===== src/rtl/mcf_pkg.sv =====
package mcf_pkg;

    localparam int MAX_WIDTH   = 1024;
    localparam int MAX_HEIGHT  = 1024;
    localparam int SIZE_W      = 11;
    localparam int COL_W       = $clog2(MAX_WIDTH);
    localparam int ROW_W       = $clog2(MAX_HEIGHT);
    localparam int TCNT_W      = SIZE_W + 1;
    localparam int QUEUE_DEPTH = 4;
    localparam int QPTR_W      = $clog2(QUEUE_DEPTH);

    // register indexes of the configuration port
    localparam logic [1:0] REG_WIDTH  = 2'd0;
    localparam logic [1:0] REG_HEIGHT = 2'd1;
    localparam logic [1:0] REG_MODE   = 2'd2;

    // filter modes
    localparam logic [3:0] MODE_GREY    = 4'd0;
    localparam logic [3:0] MODE_BDILATE = 4'd1;
    localparam logic [3:0] MODE_BERODE  = 4'd2;
    localparam logic [3:0] MODE_MIN     = 4'd3;
    localparam logic [3:0] MODE_MAX     = 4'd4;
    localparam logic [3:0] MODE_OPEN    = 4'd5;
    localparam logic [3:0] MODE_CLOSE   = 4'd6;
    localparam logic [3:0] MODE_OUTER   = 4'd7;
    localparam logic [3:0] MODE_INNER   = 4'd8;

    typedef struct packed {
        logic [SIZE_W-1:0] width;
        logic [SIZE_W-1:0] height;
        logic [3:0]        mode;
    } cfg_t;

    // image border flags of one window position
    typedef struct packed {
        logic top;
        logic bot;
        logic left;
        logic right;
    } bnd_t;

    // one tick handed from the front end to the window pipeline
    typedef struct packed {
        logic [7:0]       grey;
        logic [COL_W-1:0] tcol;
        logic [3:0]       mode;
        bnd_t             mid_bnd;
        bnd_t             out_bnd;
        logic             out_ok;
        logic             last;
    } tok_t;

    typedef struct packed {
        logic valid;
        logic full;
    } q_stat_t;

    // taps are row-major: k = 3*row + col
    function automatic logic [8:0] win_mask(input bnd_t b);
        logic [8:0] m;
        m = '1;
        if (b.top)   m = m & 9'b111_111_000;
        if (b.bot)   m = m & 9'b000_111_111;
        if (b.left)  m = m & 9'b110_110_110;
        if (b.right) m = m & 9'b011_011_011;
        return m;
    endfunction

    function automatic logic [7:0] win_lo(input logic [8:0][7:0] w, input logic [8:0] m);
        logic [7:0] v;
        v = 8'hFF;
        for (int k = 0; k < 9; k++) begin
            if (m[k] && (w[k] < v)) v = w[k];
        end
        return v;
    endfunction

    function automatic logic [7:0] win_hi(input logic [8:0][7:0] w, input logic [8:0] m);
        logic [7:0] v;
        v = 8'h00;
        for (int k = 0; k < 9; k++) begin
            if (m[k] && (w[k] > v)) v = w[k];
        end
        return v;
    endfunction

endpackage


===== src/rtl/mcf_front.sv =====
module mcf_front (
    input  logic                clk,
    input  logic                rst_n,
    input  logic                acc,
    input  logic                action,
    input  logic [7:0]          red,
    input  logic [7:0]          green,
    input  logic [7:0]          blue,
    input  mcf_pkg::cfg_t       cfg,
    output logic                push,
    output mcf_pkg::tok_t       tok
);

    logic                        frame_on_reg, frame_on_next;
    logic [mcf_pkg::SIZE_W-1:0]  w_reg, h_reg;
    logic [3:0]                  mode_reg;
    logic [mcf_pkg::COL_W-1:0]   icol_reg, icol_next, mcol_reg, mcol_next, ocol_reg, ocol_next;
    logic [mcf_pkg::ROW_W-1:0]   irow_reg, irow_next, mrow_reg, mrow_next, orow_reg, orow_next;
    logic                        in_done_reg, in_done_next;
    logic                        m_on_reg, m_on_next, o_on_reg, o_on_next;
    logic [mcf_pkg::TCNT_W-1:0]  tcnt_reg, tcnt_next;

    logic                        start, tick;
    logic [mcf_pkg::SIZE_W-1:0]  cw, ch, wm1, hm1, cfg_w, cfg_h;
    logic [3:0]                  cmode;
    logic [mcf_pkg::COL_W-1:0]   cicol, cmcol, cocol;
    logic [mcf_pkg::ROW_W-1:0]   cirow, cmrow, corow;
    logic                        cdone, cm_on, co_on;
    logic [mcf_pkg::TCNT_W-1:0]  ctcnt, d1, d2;
    logic                        i_eol, i_last, m_ok, m_eol, m_last, o_ok, o_eol, o_last;
    logic [23:0]                 gsum;

    // size clamping
    always_comb
    begin
        cfg_w = cfg.width;
        if (cfg.width == '0)
            cfg_w = mcf_pkg::SIZE_W'(1);
        else if (cfg.width > mcf_pkg::SIZE_W'(mcf_pkg::MAX_WIDTH))
            cfg_w = mcf_pkg::SIZE_W'(mcf_pkg::MAX_WIDTH);
        cfg_h = cfg.height;
        if (cfg.height == '0)
            cfg_h = mcf_pkg::SIZE_W'(1);
        else if (cfg.height > mcf_pkg::SIZE_W'(mcf_pkg::MAX_HEIGHT))
            cfg_h = mcf_pkg::SIZE_W'(mcf_pkg::MAX_HEIGHT);
    end

    // grey conversion
    assign gsum = 24'(red) * 24'd19595 + 24'(green) * 24'd38470 + 24'(blue) * 24'd7471;

    // frame start and tick qualification
    assign start = acc && !frame_on_reg && !action;
    assign tick  = acc && (frame_on_reg ? (in_done_reg || !action) : !action);

    // current state, fresh at frame start
    always_comb
    begin
        cw    = start ? cfg_w    : w_reg;
        ch    = start ? cfg_h    : h_reg;
        cmode = start ? cfg.mode : mode_reg;
        cicol = start ? '0 : icol_reg;
        cirow = start ? '0 : irow_reg;
        cmcol = start ? '0 : mcol_reg;
        cmrow = start ? '0 : mrow_reg;
        cocol = start ? '0 : ocol_reg;
        corow = start ? '0 : orow_reg;
        cdone = start ? 1'b0 : in_done_reg;
        cm_on = start ? 1'b0 : m_on_reg;
        co_on = start ? 1'b0 : o_on_reg;
        ctcnt = start ? '0 : tcnt_reg;
    end

    assign wm1 = cw - mcf_pkg::SIZE_W'(1);
    assign hm1 = ch - mcf_pkg::SIZE_W'(1);
    assign d1  = mcf_pkg::TCNT_W'(cw) + mcf_pkg::TCNT_W'(1);
    assign d2  = {d1[mcf_pkg::TCNT_W-2:0], 1'b0};

    // position counters of the three stages
    always_comb
    begin
        i_eol  = {1'b0, cicol} == wm1;
        i_last = i_eol && ({1'b0, cirow} == hm1);
        m_ok   = cm_on || (ctcnt == d1);
        m_eol  = {1'b0, cmcol} == wm1;
        m_last = m_eol && ({1'b0, cmrow} == hm1);
        o_ok   = co_on || (ctcnt == d2);
        o_eol  = {1'b0, cocol} == wm1;
        o_last = o_eol && ({1'b0, corow} == hm1);

        icol_next    = i_eol ? '0 : cicol + 1'b1;
        irow_next    = (i_eol && !cdone) ? cirow + 1'b1 : cirow;
        in_done_next = cdone || i_last;

        mcol_next = cmcol;
        mrow_next = cmrow;
        m_on_next = 1'b0;
        if (m_ok)
        begin
            mcol_next = m_eol ? '0 : cmcol + 1'b1;
            mrow_next = m_eol ? cmrow + 1'b1 : cmrow;
            m_on_next = !m_last;
        end

        ocol_next     = cocol;
        orow_next     = corow;
        o_on_next     = 1'b0;
        frame_on_next = 1'b1;
        if (o_ok)
        begin
            ocol_next     = o_eol ? '0 : cocol + 1'b1;
            orow_next     = o_eol ? corow + 1'b1 : corow;
            o_on_next     = !o_last;
            frame_on_next = !o_last;
        end

        tcnt_next = (ctcnt == d2) ? ctcnt : ctcnt + 1'b1;
    end

    // state registers
    always_ff @(posedge clk or negedge rst_n)
    begin
        if (!rst_n)
        begin
            frame_on_reg <= 1'b0;
            w_reg        <= '0;
            h_reg        <= '0;
            mode_reg     <= '0;
            icol_reg     <= '0;
            irow_reg     <= '0;
            mcol_reg     <= '0;
            mrow_reg     <= '0;
            ocol_reg     <= '0;
            orow_reg     <= '0;
            in_done_reg  <= 1'b0;
            m_on_reg     <= 1'b0;
            o_on_reg     <= 1'b0;
            tcnt_reg     <= '0;
        end
        else if (tick)
        begin
            frame_on_reg <= frame_on_next;
            w_reg        <= cw;
            h_reg        <= ch;
            mode_reg     <= cmode;
            icol_reg     <= icol_next;
            irow_reg     <= irow_next;
            mcol_reg     <= mcol_next;
            mrow_reg     <= mrow_next;
            ocol_reg     <= ocol_next;
            orow_reg     <= orow_next;
            in_done_reg  <= in_done_next;
            m_on_reg     <= m_on_next;
            o_on_reg     <= o_on_next;
            tcnt_reg     <= tcnt_next;
        end
    end

    // token to the window pipeline
    always_comb
    begin
        push              = tick;
        tok.grey          = gsum[23:16];
        tok.tcol          = cicol;
        tok.mode          = cmode;
        tok.mid_bnd.top   = cmrow == '0;
        tok.mid_bnd.bot   = {1'b0, cmrow} == hm1;
        tok.mid_bnd.left  = cmcol == '0;
        tok.mid_bnd.right = m_eol;
        tok.out_bnd.top   = corow == '0;
        tok.out_bnd.bot   = {1'b0, corow} == hm1;
        tok.out_bnd.left  = cocol == '0;
        tok.out_bnd.right = o_eol;
        tok.out_ok        = o_ok;
        tok.last          = o_ok && o_last;
    end

endmodule


===== config.mk =====
export PLATFORM = sky130hd
export DESIGN_NAME = mcf_front
export DESIGN_NICKNAME = d
export VERILOG_FILES = /design/src/rtl/mcf_pkg.sv /design/src/rtl/mcf_front.sv
export SDC_FILE = /design/constraint.sdc
export NUM_CORES = 1
export LEC_CHECK = 0
export ABC_AREA = 0
export BUFFER_PORTS_ARGS = -buffer_cell sky130_fd_sc_hd__buf_2
export CORE_UTILIZATION = 35
export CTS_CLUSTER_SIZE = 20
export DETAILED_ROUTE_END_ITERATION = 12
export HOLD_SLACK_MARGIN = 0.03
export PLACE_DENSITY_LB_ADDON = 0.25
export SETUP_SLACK_MARGIN = 0.3
export SLEW_MARGIN = 20
export SYNTH_ARGS = -nofsm -noshare
export SYNTH_HDL_FRONTEND = slang
export SYNTH_SLANG_ARGS = --single-unit

===== constraint.sdc =====
create_clock -name clk -period 9.9 [get_ports clk]
set_clock_uncertainty 0.15 [all_clocks]
set_input_delay 0.99 -clock clk [delete_from_list [all_inputs] [get_ports clk]]
set_output_delay 0.99 -clock clk [all_outputs]
set_load 0.005 [all_outputs]

Word level (Yosys, flattened, before mapping). Cells that the tools add are included.

Logic and storage cells: 94. Bits in registers: 102. Bits of input ports: 54.

$mul: 3. Eq/ne operators: 8. Magnitude comparators: 2. Reductions and logical operators: 23. Mux-type cells: 32. $add $sub $neg: 12.

Operators with widths (count): $mux W10 (16); $eq A10 B11 Y1 (6); $mux W11 (6); $add A10 B1 Y10 const B (6); $mul A8 B15 Y23 const B (2); $logic_not A10 Y1 (4); $add A23 B24 Y24 (1); $add A24 B21 Y24 (1); $eq A12 B12 Y1 (2); $mux W12 (2); $gt A11 B11 Y1 const B (2); $logic_not A11 Y1 (2); $sub A11 B1 Y11 const B (2); $mul A8 B13 Y21 const B (1); $add A11 B1 Y12 const B (1); $add A12 B1 Y12 const B (1); $logic_and A1 B1 Y1 (8); $mux W1 (7); $logic_not A1 Y1 (5); $logic_or A1 B1 Y1 (4); $mux W4 (1).

Longest topological paths before layout.
Depth in word-level cells: 9. Gate-level depth with buffers: 31. Gate-level depth less buffers: 31.

Worst setup path after synthesis. OpenSTA, ideal clock, no wires.

Path kind: input to output. From: input port green[5]. To: output port tok[31] in the netlist's numbering. Buffers on the path: 0. Stages on the path: 29. Data arrival time: 7.564 ns. Setup slack: 1.196 ns. Data required time: 8.760 ns. Cells stage by stage: ha_1 > inv_1 > fa_1 > fa_1 > inv_1 > ha_1 > and3b_1 > o21a_1 > o21ai_0 > nand2b_1 > a31oi_1 > o21bai_1 > a21oi_1 > xnor2_1 > fa_1 > fa_1 > inv_1 > fa_1 > fa_1 > inv_1 > ha_1 > a21o_1 > a21oi_1 > a311oi_1 > nor3_1 > o21bai_1 > a21oi_1 > xnor2_1 > xnor2_1.

RTL lines: start, declared (RTL line mcf_front.sv:7) `input logic [7:0] green,`; end, declared (RTL line mcf_front.sv:11) `output mcf_pkg::tok_t tok`.

==> flow_summary.ini <==
[outcome]
run_status = finished, final reports clean

[worst_setup_path]
critical-path-slowest-cell = sky130_fd_sc_hd__fa_1
cp_num_buf_inv = 6
max_stage_delay_ns = 0.54
cp_data_required_time_ns = 8.76
rr_startpoint = frame_on_reg
crit_fanout = 7
endpoint_kind = output port
crit_path_frequent_cell = sky130_fd_sc_hd__fa_1
critPathKind = in2out
cpLargestDelayFamily = adder cells
cp_data_arrival_time_ns = 8.08
critPathLaunch = green[6]
worst_setup_path_start_kind = input pin

[drt]
first_iteration_detailed_routing_drc_count = 697
drtAntennaViolNets = 0
drt-vias-per-instance = 5.29
detail_route.wl_per_cell_um = 17.5
dr_total_vias = 11928
drc_errors = 0
finalWirelength_um = 39500
length_of_the_first_detailed_routing_pass_in_iterations = 5

[clock_network]
clkSinkCount = 102
cts_tree = yes
cts.clk_slew.worst_paths_ns = 0.08
clock_root_buffer_master = sky130_fd_sc_hd__clkbuf_16
cts_inserted_buffers = 9
hold_buffers = 0
ctsHtreeMaxLevel = 3
clock_latency_ns = 0.37
cts_max_path_buffers = 2

[floorplanning]
io_pins = 87
die_height_um = 205
die-area_um2 = 42200
initial_core_util = 0.355
dieWidth_um = 205
design.core.area_um2 = 40800
num_rows = 74

[global_routing]
groute.layer.met1.usage = 0.274
global_route.peak_usage_layer = met2
grt_pass1_vias = 11859
globalRouteMet3Util = 0.0223
gr-usage-met2 = 0.319
maximum_number_of_pins_on_one_net_before_global_route_repair = 84
leftover_overflow_at_the_end_of_global_routing = 0
antenna_found_initial = 0
grt_pass1_wl_um = 64400
global_route.usage.total = 0.194

[yosys]
synth_seq_cells = 102
postSynthNetCount = 2006
postSynthCellCount = 1665
yosys.cell_types.count = 88
ys_dominant_reg_cell = sky130_fd_sc_hd__dfrtp_1
synth-edff-count = 0
warnings_synthesis = 0
post_synth.cell_area_avg_um2 = 8.70
synth-seq-area-share = 0.176
syn_area_um2 = 14500
synth-async-reset-ratio = 1.00

[worst_hold_path]
min_delay_src = mode_reg[1]
worstHoldPathType = reg2reg

[place]
gp_congestion = 0.905
detailedPlacementHpwl_um = 31500
numPortBuffers = 86

[power_and_ir_drop]
vdd_drop_max_v = 0.000250
power_density_nw_per_um2 = 269
p_leak_nw = 7.84

[final_layout]
commonest_non_fill_non_tap_cells_in_the_layout = 279 x sky130_fd_sc_hd__inv_1, 166 x sky130_fd_sc_hd__ha_1, 146 x sky130_fd_sc_hd__nand2_1
synthToLayoutAreaGrowth_pct = 9.02
layout_commonest_cell = sky130_fd_sc_hd__inv_1
fin_nets = 2060
fillCellCount = 4098
antenna_cells_inserted = 0
largest_register_ff_count = 12
final_layout_size_suffix_gt1_frac = 0.0934

[sta]
number_of_max_slew_violations_in_the_final_report = 0
fmax_mhz = 108
final.hold.worst_slack_ns = 0.323
setup_viol = 0
setup_repair_after_global_routing_missed_its_margin = no
worst_slew_pin_tran_ns = 0.990
period_minus_slack_ns = 9.22
timing.slew.headroom = 0.335
fin_tns_setup_ns = 0
hold_viol = 0
min_period_over_period = 0.931

[flow_run]
maxCapViolCount = 0
==> worst paths after layout <==
| check | slack (ns) | endpoint | cells after the start |
|---|---|---|---|
| max | 0.68 | tok[31] | 32 |
| max in group asynchronous | 7.80 | mcol_reg[5] | 2 |
| max reg2reg | 3.43 | ocol_reg[4] | 15 |
| min reg2reg | 0.32 | mode_reg[1] | 2 |
| min | 0.32 | mode_reg[1] | 2 |
| min in group asynchronous | 0.43 | h_reg[2] | 1 |
==> synth_stat cells (10+ instances only) <==
cell | instances | area, µm²
sky130_fd_sc_hd__xnor2_1 | 75 | 657
sky130_fd_sc_hd__o21ai_0 | 81 | 405
sky130_fd_sc_hd__nand2_1 | 146 | 548
sky130_fd_sc_hd__xor2_1 | 44 | 385
sky130_fd_sc_hd__buf_1 | 10 | 37.5
sky130_fd_sc_hd__nand4_1 | 27 | 169
sky130_fd_sc_hd__fa_1 | 118 | 2360
sky130_fd_sc_hd__nor3_1 | 33 | 165
sky130_fd_sc_hd__a31oi_1 | 19 | 119
sky130_fd_sc_hd__xnor3_1 | 11 | 248
sky130_fd_sc_hd__a21oi_1 | 62 | 310
sky130_fd_sc_hd__dfrtp_1 | 102 | 2550
sky130_fd_sc_hd__nand2b_1 | 17 | 106
sky130_fd_sc_hd__nor2b_1 | 20 | 125
sky130_fd_sc_hd__nand3_1 | 46 | 230
sky130_fd_sc_hd__mux2i_1 | 21 | 210
sky130_fd_sc_hd__and2_1 | 12 | 75.1
sky130_fd_sc_hd__o31ai_1 | 12 | 90.1
sky130_fd_sc_hd__nor2_1 | 60 | 225
sky130_fd_sc_hd__nor4_1 | 17 | 106
sky130_fd_sc_hd__and3_1 | 30 | 188
sky130_fd_sc_hd__or3_1 | 10 | 62.6
sky130_fd_sc_hd__a21o_1 | 14 | 105
sky130_fd_sc_hd__or4_1 | 13 | 97.6
sky130_fd_sc_hd__ha_1 | 169 | 2110
sky130_fd_sc_hd__clkbuf_1 | 33 | 124
sky130_fd_sc_hd__inv_1 | 279 | 1050
==> final cells by class <==
type / instances / area [µm²] / area share
clock buffer: 10 / 239 / 0.0151
sequential: 102 / 2550 / 0.162
clock inverter: 6 / 52.6 / 0.00333
inverter: 282 / 1060 / 0.0670
tap: 532 / 666 / 0.0422
multi-input combinational: 1226 / 10700 / 0.677
timing repair buffer: 98 / 528 / 0.0334
==> metal layers <==
metal  up-vias  share of wire  routed length [µm]
li1       5786              -                   -
met1      5856           0.48               18800
met2       257           0.47               18600
met3        29          0.042                1660
met4         0          0.011                 452
met5         -              0                   0
==> tightest hold or removal path, stage by stage, from the launching register on <==
cell                      delay, ns
sky130_fd_sc_hd__dfrtp_1       0.33
sky130_fd_sc_hd__nand2_1       0.06
sky130_fd_sc_hd__nand2_1       0.06
==> stage by stage <==
| step | worst slack [ns] | cell area [µm²] | utilization | total power, mW | cells |
|---|---|---|---|---|---|
| 5_1_grt | 0.271 | 15800 | 0.387 | 4.90 | 2256 |
| 6_report | 0.681 | 15800 | 0.387 | 4.25 | 2256 |
| 3_3_place_gp | 0.385 | 15400 | 0.377 | 3.79 | 2237 |
| 3_5_place_dp | 0.267 | 15400 | 0.377 | 3.85 | 2237 |
| 4_1_cts | 0.335 | 15700 | 0.385 | 4.28 | 2253 |
| 2_1_floorplan | 1.20 | 14500 | - | 2.85 | 1665 |
==> what timing repair did <==
action / CTS / global route
resized for setup: 2 / 12
pin swaps: 0 / 15
buffers inserted: 0 / 3
endpoints found under the setup margin: 1 / 4
hold endpoints to repair: 0 / 0
==> cell families (layout without fill, tap and decap cells) <==
kind of cell | count (synthesis) | after routing | share of synthesized area
muxes | 27 | 27 | 0.0192
buffers and inverters | 337 | 396 | 0.0905
xor gates and xnor gates | 130 | 130 | 0.0891
and+or+nand+nor | 483 | 483 | 0.176
AOI/OAI and AO/OA | 299 | 299 | 0.140
adders and majority gates | 287 | 287 | 0.309
DFF | 102 | 102 | 0.176
==> where the power goes <==
group	internal, mW	switching, mW	total, mW
Combinational	1.51	1.84	3.35
Sequential	0.464	0.0630	0.527
Clock	0.183	0.190	0.372
(Power assumes the default switching activity.)
