**config.mk**
```make
export PLATFORM = sky130hd
export DESIGN_NAME = mcf_queue
export DESIGN_NICKNAME = d
export VERILOG_FILES = /design/src/rtl/mcf_pkg.sv /design/src/rtl/mcf_queue.sv
export SDC_FILE = /design/constraint.sdc
export NUM_CORES = 1
export LEC_CHECK = 0
export ABC_AREA = 1
export BUFFER_PORTS_ARGS = -buffer_cell sky130_fd_sc_hd__buf_4
export CELL_PAD_IN_SITES_DETAIL_PLACEMENT = 1
export CELL_PAD_IN_SITES_GLOBAL_PLACEMENT = 1
export CORE_UTILIZATION = 50
export DETAILED_ROUTE_END_ITERATION = 8
export PLACE_DENSITY_LB_ADDON = 0.1
export SYNTH_ARGS = -nofsm -noshare
export SYNTH_HDL_FRONTEND = slang
export SYNTH_SLANG_ARGS = --single-unit
```
**constraint.sdc**
```tcl
create_clock -name clk -period 5.6 [get_ports clk]
set_clock_uncertainty 0.15 [all_clocks]
set_input_delay 0.56 -clock clk [delete_from_list [all_inputs] [get_ports clk]]
set_output_delay 0.56 -clock clk [all_outputs]
set_load 0.005 [all_outputs]
```
**src/rtl/mcf_pkg.sv**
```systemverilog
package mcf_pkg;

    localparam int MAX_WIDTH   = 1024;
    localparam int MAX_HEIGHT  = 1024;
    localparam int SIZE_W      = 11;
    localparam int COL_W       = $clog2(MAX_WIDTH);
    localparam int ROW_W       = $clog2(MAX_HEIGHT);
    localparam int TCNT_W      = SIZE_W + 1;
    localparam int QUEUE_DEPTH = 4;
    localparam int QPTR_W      = $clog2(QUEUE_DEPTH);

    // register indexes of the configuration port
    localparam logic [1:0] REG_WIDTH  = 2'd0;
    localparam logic [1:0] REG_HEIGHT = 2'd1;
    localparam logic [1:0] REG_MODE   = 2'd2;

    // filter modes
    localparam logic [3:0] MODE_GREY    = 4'd0;
    localparam logic [3:0] MODE_BDILATE = 4'd1;
    localparam logic [3:0] MODE_BERODE  = 4'd2;
    localparam logic [3:0] MODE_MIN     = 4'd3;
    localparam logic [3:0] MODE_MAX     = 4'd4;
    localparam logic [3:0] MODE_OPEN    = 4'd5;
    localparam logic [3:0] MODE_CLOSE   = 4'd6;
    localparam logic [3:0] MODE_OUTER   = 4'd7;
    localparam logic [3:0] MODE_INNER   = 4'd8;

    typedef struct packed {
        logic [SIZE_W-1:0] width;
        logic [SIZE_W-1:0] height;
        logic [3:0]        mode;
    } cfg_t;

    // image border flags of one window position
    typedef struct packed {
        logic top;
        logic bot;
        logic left;
        logic right;
    } bnd_t;

    // one tick handed from the front end to the window pipeline
    typedef struct packed {
        logic [7:0]       grey;
        logic [COL_W-1:0] tcol;
        logic [3:0]       mode;
        bnd_t             mid_bnd;
        bnd_t             out_bnd;
        logic             out_ok;
        logic             last;
    } tok_t;

    typedef struct packed {
        logic valid;
        logic full;
    } q_stat_t;

    // taps are row-major: k = 3*row + col
    function automatic logic [8:0] win_mask(input bnd_t b);
        logic [8:0] m;
        m = '1;
        if (b.top)   m = m & 9'b111_111_000;
        if (b.bot)   m = m & 9'b000_111_111;
        if (b.left)  m = m & 9'b110_110_110;
        if (b.right) m = m & 9'b011_011_011;
        return m;
    endfunction

    function automatic logic [7:0] win_lo(input logic [8:0][7:0] w, input logic [8:0] m);
        logic [7:0] v;
        v = 8'hFF;
        for (int k = 0; k < 9; k++) begin
            if (m[k] && (w[k] < v)) v = w[k];
        end
        return v;
    endfunction

    function automatic logic [7:0] win_hi(input logic [8:0][7:0] w, input logic [8:0] m);
        logic [7:0] v;
        v = 8'h00;
        for (int k = 0; k < 9; k++) begin
            if (m[k] && (w[k] > v)) v = w[k];
        end
        return v;
    endfunction

endpackage

```
**src/rtl/mcf_queue.sv**
```systemverilog
module mcf_queue (
    input  logic               clk,
    input  logic               rst_n,
    input  logic               push,
    input  mcf_pkg::tok_t      push_tok,
    input  logic               pop,
    output mcf_pkg::tok_t      head,
    output mcf_pkg::q_stat_t   stat
);

    mcf_pkg::tok_t                 ent_reg [mcf_pkg::QUEUE_DEPTH];
    logic [mcf_pkg::QPTR_W-1:0]    wp_reg, rp_reg;
    logic [mcf_pkg::QPTR_W:0]      cnt_reg, cnt_next;
    logic                          do_push, do_pop;

    assign do_push    = push && !stat.full;
    assign do_pop     = pop && stat.valid;
    assign stat.valid = cnt_reg != '0;
    assign stat.full  = cnt_reg == (mcf_pkg::QPTR_W+1)'(mcf_pkg::QUEUE_DEPTH);
    assign head       = ent_reg[rp_reg];

    // occupancy
    always_comb
    begin
        cnt_next = cnt_reg;
        if (do_push && !do_pop) cnt_next = cnt_reg + 1'b1;
        else if (!do_push && do_pop) cnt_next = cnt_reg - 1'b1;
    end

    always_ff @(posedge clk or negedge rst_n)
    begin
        if (!rst_n)
        begin
            wp_reg  <= '0;
            rp_reg  <= '0;
            cnt_reg <= '0;
        end
        else
        begin
            cnt_reg <= cnt_next;
            if (do_push) wp_reg <= wp_reg + 1'b1;
            if (do_pop)  rp_reg <= rp_reg + 1'b1;
        end
    end

    // entry storage
    always_ff @(posedge clk)
    begin
        if (do_push) ent_reg[wp_reg] <= push_tok;
    end

endmodule

```
Word-level counts from Yosys, hierarchy flattened
Memory sizes are Yosys's and may differ from the RTL's.
Index checks and enable logic that the tools add are counted.
{ "word_totals": {"wordCells": 22, "memories": 1, "ram_bits": 128, "output_inout_bits": 34, "regBits": 7} }
{ "memory_table": {"columns": ["memory", "depth", "word_bits", "rd", "rd_clocked_by_memory_dff", "write_ports", "line_no", "source"], "rows": [
  ["ent_reg", 4, 32, 1, 0, 1, "mcf_queue.sv:11", "mcf_pkg::tok_t ent_reg [mcf_pkg::QUEUE_DEPTH];"]
]} }
{ "op_classes": {"eq_ne": 1, "n_reduce_logical": 9, "n_mux": 4, "n_addsub": 4} }
{ "ops": {"columns": ["cell", "count"], "rows": [
  ["$mux W3", 2],
  ["$add A2 B1 Y2 const B", 2],
  ["$logic_and A1 B1 Y1", 4],
  ["$add A3 B1 Y3 const B", 1],
  ["$eq A3 B3 Y1 const B", 1],
  ["$logic_not A1 Y1", 3],
  ["$reduce_bool A3 Y1", 1],
  ["$sub A3 B1 Y3 const B", 1],
  ["$mux W1", 2],
  ["$reduce_bool A2 Y1", 1]
]} }

Depth between registers and ports, before layout
Gate-level depths: netlist (run 1).
{ "depth": {"depth_word": 7, "ltp_mapped": 12, "depth_no_buf": 12} }

Least setup slack after synthesis (run 1)
OpenSTA, ideal clock, no wires.
{ "synth_path": {"kind": "register to register", "from": "register cnt_reg[0] (netlist name)", "to": "memory ent_reg[0][0] (netlist name), enable pin", "setup_time_ps": 421, "path_slack_ps": 2932, "path_buffers": 0, "synth_period_minus_slack_ps": 2668, "required_ps": 5029, "path_stages_with_launch": 5, "t_arrival_ps": 2097, "path_cell_list": "dfrtp_1 > inv_1 > nand3_1 > nand2_1 > nor2_1"} }
{ "synth_via": {"elab_chain_len": 5} }
{ "synth_rtl": {"columns": ["item", "line_no", "source"], "rows": [
  ["start, declared", "mcf_queue.sv:13", "logic [mcf_pkg::QPTR_W:0] cnt_reg, cnt_next;"],
  ["start signal, assigned", "mcf_queue.sv:40", "cnt_reg <= cnt_next;"],
  ["$eq A3 B3 Y1", "mcf_queue.sv:19", "assign stat.full = cnt_reg == (mcf_pkg::QPTR_W+1)'(mcf_pkg::QUEUE_DEPTH);"],
  ["$logic_not A1 Y1", "mcf_queue.sv:16", "assign do_push = push && !stat.full;"],
  ["$logic_and A1 B1 Y1", "mcf_queue.sv:16", null],
  ["$mux W1", "mcf_queue.sv:49", "if (do_push) ent_reg[wp_reg] <= push_tok;"],
  ["$mux W1 (implied by the code)", "mcf_queue.sv:49", null],
  ["end, declared", "mcf_queue.sv:11", null]
]} }
No other way between the ends.

==> results of run 1 <==
## report_power, final
part	switching, W	internal [W]	total (W)	leakage (nW)
registers	0.0000650	0.00134	0.00140	1.26
logic	0.000719	0.000458	0.00118	1.24
clock network	0.000393	0.000712	0.00110	0.285
## how the worst min path moves through the flow
stage | cells past startpoint | to
5_1_grt | 1 | ent_reg[0][6]$_DFFE_PP_
3_5_place_dp | 1 | cnt_reg[2]$_DFFE_PN0P_
2_1_floorplan | 0 | cnt_reg[0]$_DFFE_PN0P_
6_report | 1 | ent_reg[0][4]$_DFFE_PP_
3_3_place_gp | 1 | cnt_reg[2]$_DFFE_PN0P_
4_1_cts | 1 | ent_reg[0][4]$_DFFE_PP_
## metal layers
metal	global-route usage	up-vias	wire length (um)
li1	-	1640	-
met3	0.0630	10	472
met2	0.406	72	6360
met4	0.0832	0	107
met5	0	-	0
met1	0.253	1689	4920
## repair_timing
| item | in CTS | in global routing |
|---|---|---|
| hold endpoints to repair | 7 | 0 |
| gates resized for setup | 0 | 0 |
| hold buffers | 1 | 0 |
## worst register-to-register path, cell delays in order (launching register included)
cell and delay (ns):
dfrtp_1 0.41, inv_1 0.08, nand3_1 0.16, nand2_1 0.31, nor2_4 0.94
## through the flow
step                      power, W  area (sq um)
after floorplan            0.00214          5560
after global placement     0.00254          6130
after detailed placement   0.00260          6130
after CTS                  0.00373          6740
after global routing       0.00389          6740
final                      0.00368          6740
## layout make-up
type	instances	share of cell area
inverter	80	0.0448
tap	140	0.0260
clock inverter	8	0.0178
clock buffer	24	0.0698
timing repair buffer	74	0.0829
multi-input combinational	198	0.162
sequential	135	0.597
## cells by family (layout without fill, tap and decap cells)
group,after synthesis,in the layout,synth area share
AO/OA/AOI/OAI,65,65,0.0873
XOR/XNOR,1,1,0.00158
adder cells (fa/ha/maj),6,6,0.0149
buffers and inverters,101,186,0.0862
flip-flops,135,135,0.723
AND/OR/NAND/NOR,126,126,0.0871
## cells in the final DEF (no fill, tap or decap), drive strengths merged, types with 2 or more instances in the layout
| cell | synthesis | layout |
|---|---|---|
| buf | 19 | 73 |
| bufinv | 0 | 3 |
| clkbuf | 2 | 24 |
| clkinv | 0 | 4 |
| clkinvlp | 0 | 2 |
| dfrtp | 7 | 7 |
| edfxtp | 128 | 128 |
| ha | 5 | 5 |
| inv | 80 | 79 |
| nand2 | 114 | 114 |
| nand3 | 7 | 7 |
| nor2 | 4 | 4 |
| o211ai | 64 | 64 |
==> results.yml, run 1 <==
setup_path:
  start_kind: "flop"
  crit_family: "buffers and inverters"
  crit_type: "reg -> out"
  crit_buf_inv: 3
  cp-end-kind: "primary output"
  worstPathRequired_ns: 4.89
  cp_data_arrival_time_ns: 2.81
  endpoint: "head[25]"
  cpMostUsedCell: "buf_4"
  path_cells: "clkinv_2 > buf_4 > o211ai_1 > nand2_1 > buf_4"
  worstPathMaxFanout: 79
  cp_slowest_stage_delay_ns: 0.75
  startpoint: "rp_reg[0]$_DFFE_PN0P_"
  cp_num_cells: 5
  reg2reg_depth: 4
  rr_startpoint: "cnt_reg[0]$_DFFE_PN0P_"
  reg2reg_to: "ent_reg[2][8]$_DFFE_PP_"
  critPathSlowestCell: "clkinv_2"
  rrSetupSlack_ns: 3.15
cts:
  post-cts-setup-buffers: 0
  clkTransAtPathRegs_ns: 0.06
  cts_tree: "yes"
  clock-sinks: 135
  clock_latency_ns: 0.52
  cts_root_buf: "clkbuf_8"
  htree_levels: 4
  cts_buffer_depth: 2
  cts-buffers-inserted: 17
pwr:
  p_leak_nw: 2.78
  power_density_nw_per_um2: 547
  vdd_drop_max_mv: 0.276
place:
  hpwlAfterDp_um: 6840
  place_inst: 626
  io_buffers: 69
  place_congestion: 0.689
  place_worst_setup_slack_ns: 2.64
route:
  drt_iter0_drc: 132
  detail_route.wl_per_cell_um: 18.0
  drcViolationCount: 0
  routed_wl_um: 11900
  viasPerCell: 5.18
  first_pass_iters: 4
  vias: 3411
  ant_nets: 0
die:
  start_util: 0.513
  die_area_sq_um: 11500
  ios: 70
  core_area_sq_um: 10800
  placementRows: 38
  die_h_um: 107
  die_w_um: 107
yosys:
  async_reset_ff_frac: 0.0519
  syn_area_sq_um: 5560
  synth_top_area_cell: "edfxtp_1"
  ys_seq_area_frac: 0.723
  ys_types: 17
  avgSynthCellArea_sq_um: 12.8
  synth_flop_cell: "edfxtp_1"
  synth.most_common_cell: "edfxtp_1"
  synth_common_cells: "edfxtp_1 (128), nand2_1 (114), inv_1 (79), o211ai_1 (64), buf_6 (11)"
  syn_inst: 434
  synth_edf_count: 128
  synth_top_area_share: 0.691
  synth_fp_nets: 476
  yosysWarnings: 0
  synth_area_leaders: "edfxtp_1 (69%), o211ai_1 (8.6%), nand2_1 (7.7%)"
  synth_seq_cells: 135
cells_and_area:
  fill_cells: 1100
  n_antenna_cell: 0
  multi_input_area_sq_um: 1090
  seq_area_sq_um: 4020
  area_growth_pct: 21.2
  drive_gt1_frac: 0.204
  final_nets: 548
  utilization: 0.621
  largest_reg_flops: 128
  stdcell_count: 659
global_route:
  grt_max_degree: 80
  grt_pass1_wl_um: 18400
  grt_use_total: 0.225
  grt_pass1_vias: 3660
  antenna_found_initial: 0
  grt.overflow.total: 0
sta:
  worstMarginPinSlew_ns: 1.11
  drv_slew: 0
  finalCritPeriodShare: 0.629
  tns_ns: 0
  setup_violations: 0
  worst_slack_ns: 2.08
  grt_setup_unrepaired: "no"
  holdWs_ns: 0.0883
  hold_viol: 0
  max_freq_mhz: 284
  worst_slew_margin_rel: 0.261
  min_period_ns: 3.52
status:
  status: "finished clean"
min_path:
  hold_class: "in -> reg"
  hold_start: "push_tok[4]"
run:
  timing.max_cap.violations: 0
Power figures use the tool's default switching activity.
==> run 2: changes to the inputs <==
--- a/config.mk
+++ b/config.mk
@@ -5,11 +5,11 @@
 export SDC_FILE = /design/constraint.sdc
 export NUM_CORES = 1
 export LEC_CHECK = 0
-export ABC_AREA = 1
+export ABC_AREA = 0
 export BUFFER_PORTS_ARGS = -buffer_cell sky130_fd_sc_hd__buf_4
 export CELL_PAD_IN_SITES_DETAIL_PLACEMENT = 1
 export CELL_PAD_IN_SITES_GLOBAL_PLACEMENT = 1
-export CORE_UTILIZATION = 50
+export CORE_UTILIZATION = 45
 export DETAILED_ROUTE_END_ITERATION = 8
 export PLACE_DENSITY_LB_ADDON = 0.1
 export SYNTH_ARGS = -nofsm -noshare
==> constraint.sdc (replaced) <==
create_clock -name clk -period 3.1 [get_ports clk]
set_clock_uncertainty 0.15 [all_clocks]
set_input_delay 0.31 -clock clk [delete_from_list [all_inputs] [get_ports clk]]
set_output_delay 0.31 -clock clk [all_outputs]
set_load 0.005 [all_outputs]
==> results.yml, run 2 <==
min_path:
  hold_start: "pop"
  hold_end: "rp_reg[1]$_DFFE_PN0P_"
  hold-path-cell-count: 3
  hold_class: "in -> reg"
place:
  place_area_sq_um: 5800
  place_worst_setup_slack_ns: 0.735
  hpwlAfterDp_um: 5760
  io_buffers: 69
  place_congestion: 0.689
cts:
  cts-buffers-inserted: 17
  post-cts-setup-buffers: 0
  clkTransAtPathRegs_ns: 0.06
  cts_buffer_depth: 2
  htree_levels: 4
  cts_tree: "yes"
  clock-sinks: 135
  cts_root_buf: "clkbuf_16"
  clock_latency_ns: 0.40
cells_and_area:
  final_cell_mix: "edfxtp_1 (128), buf_4 (72), dlygate4sd3_1 (33), mux4_2 (28), clkbuf_16 (17)"
  final_nets: 364
  fill_cells: 924
  largest_reg_flops: 128
  n_antenna_cell: 0
  drive_gt1_frac: 0.421
  final_area_sq_um: 6770
  final_common_cell: "edfxtp_1"
  utilization: 0.619
  area_growth_pct: 32.7
sta:
  worst_slack_ns: 0.651
  hold_viol: 0
  max_freq_mhz: 408
  tns_ns: 0
  worst_slew_margin_rel: 0.649
  worstMarginPinSlew_ns: 0.526
  grt_setup_unrepaired: "no"
  min_period_ns: 2.45
  finalCritPeriodShare: 0.790
  setup_violations: 0
  drv_slew: 0
die:
  die_h_um: 108
  ios: 70
  start_util: 0.467
  placementRows: 38
  die_area_sq_um: 11800
  die_w_um: 108
  core_area_sq_um: 10900
yosys:
  synth_top_area_cell: "edfxtp_1"
  synth_flop_cell: "edfxtp_1"
  synth_fp_nets: 245
  synth_common_cells: "edfxtp_1 (128), mux4_2 (28), dfrtp_1 (7), ha_1 (5)"
  synth_seq_cells: 135
  synth_compound_area_frac: 0
  yosysWarnings: 0
  synth_edf_count: 128
  yosys.area_share.simple: 0.0145
  synth_xor_area_frac: 0.0103
  synthAdderAreaFrac: 0.0162
  syn_area_sq_um: 5100
  synth_area_leaders: "edfxtp_1 (75%), mux4_2 (12%), dfrtp_1 (3.4%)"
  ys_types: 22
  synth_top_area_share: 0.753
  synth_top_family_by_area: "multiplexers"
  syn_inst: 203
  avgSynthCellArea_sq_um: 25.1
  synthMuxAreaShare: 0.149
  async_reset_ff_frac: 0.0519
  ys_seq_area_frac: 0.788
  synth.most_common_cell: "edfxtp_1"
route:
  detail_route.wl_per_cell_um: 20.3
  routed_wl_um: 9650
  first_pass_iters: 4
  viasPerCell: 5.04
  ant_nets: 0
  vias: 2396
  drt_iter0_drc: 102
  drcViolationCount: 0
setup_path:
  start_kind: "flop"
  cp-end-kind: "primary output"
  rrSetupSlack_ns: 0.76
  cp_data_arrival_time_ns: 1.99
  crit_type: "reg -> out"
  reg2reg_to: "cnt_reg[2]$_DFFE_PN0P_"
  worstPathRequired_ns: 2.64
  worstPathMaxFanout: 28
  rr_startpoint: "cnt_reg[2]$_DFFE_PN0P_"
  reg2reg_depth: 8
global_route:
  grt.overflow.total: 0
  grt_max_degree: 29
  grtUsageMet3: 0.0332
  grt_use_total: 0.183
  grt_pass1_wl_um: 15000
  antenna_found_initial: 0
  met2_usage: 0.304
  gr-usage-met1: 0.235
  grt_pass1_vias: 2654
  busiest_layer: "met2"
pwr:
  p_seq_frac: 0.396
  p_leak_nw: 2.41
  clkPwrFrac: 0.329
  p_int_w: 0.00486
  p_switching_w: 0.00166
  power_density_nw_per_um2: 964
  p_comb_frac: 0.275
  vdd_drop_max_mv: 0.561
  netSwitchingFraction: 0.255
status:
  status: "finished clean"
run:
  timing.max_cap.violations: 0
==> run 2: timing repair <==
| action | 4_1_cts | 5_1_grt |
|---|---|---|
| gates resized for setup | 0 | 0 |
| setup endpoints to repair | 0 | 0 |
| hold buffers | 33 | 0 |
| endpoints found under the hold margin | 135 | 0 |
==> run 2: kinds of logic after synthesis <==
logic type | Yosys count
DFF | 135
muxes | 34
buffers and inverters | 12
and+or+nand+nor | 10
xor gates and xnor gates | 6
adders and majority gates | 6
==> run 2: power groups by stage <==
stage	sequential (W)	combinational [W]	clock, W
floorplan	0.00254	0.00112	0
global placement	0.00260	0.00179	0
detailed placement	0.00262	0.00180	0
CTS	0.00259	0.00184	0.00217
global route	0.00262	0.00195	0.00224
finish	0.00259	0.00179	0.00214
==> run 2: worst max-delay path by stage <==
| stage | start | endpoint | cells after the start |
|---|---|---|---|
| floorplan | cnt_reg[2]$_DFFE_PN0P_ | ent_reg[0][0]$_DFFE_PP_ | 4 |
| finish | rp_reg[0]$_DFFE_PN0P_ | head[17] | 3 |
| CTS | rp_reg[0]$_DFFE_PN0P_ | head[17] | 3 |
| global route | rp_reg[0]$_DFFE_PN0P_ | head[17] | 3 |
| global placement | cnt_reg[2]$_DFFE_PN0P_ | ent_reg[3][18]$_DFFE_PP_ | 4 |
| detailed placement | cnt_reg[2]$_DFFE_PN0P_ | ent_reg[3][18]$_DFFE_PP_ | 4 |
==> run 2: critical path, stage by stage, from the launching register on <==
cell and delay, ns:
dfrtp_2 0.50, buf_12 0.29, mux4_1 0.62, buf_4 0.16
==> run 2: final cells by class <==
type                    instances  area (sq um)  area share
well taps                     140           175      0.0259
inverters                       3          11.3     0.00166
multi-input cells              56           976       0.144
clock inverters                14           206      0.0305
clock buffers                  18           429      0.0634
flip-flops and latches        135          4020       0.594
repair buffers                109           951       0.140
==> run 2: metal layers <==
layer / part of all wire / vias up / routed length (um)
li1: - / 1088 / -
met1: 0.43 / 1241 / 4130
met2: 0.52 / 52 / 5060
met3: 0.027 / 15 / 261
met4: 0.020 / 0 / 189
met5: 0 / - / 0
==> run 2: through the flow <==
step                hold slack (ns)  power (W)  std cells
finish                       0.0533    0.00652        475
global route                 0.0768    0.00681        475
CTS                          0.0505    0.00661        475
detailed placement          -0.0185    0.00442        410
global placement            -0.0197    0.00439        410
floorplan                    -0.136    0.00366        203
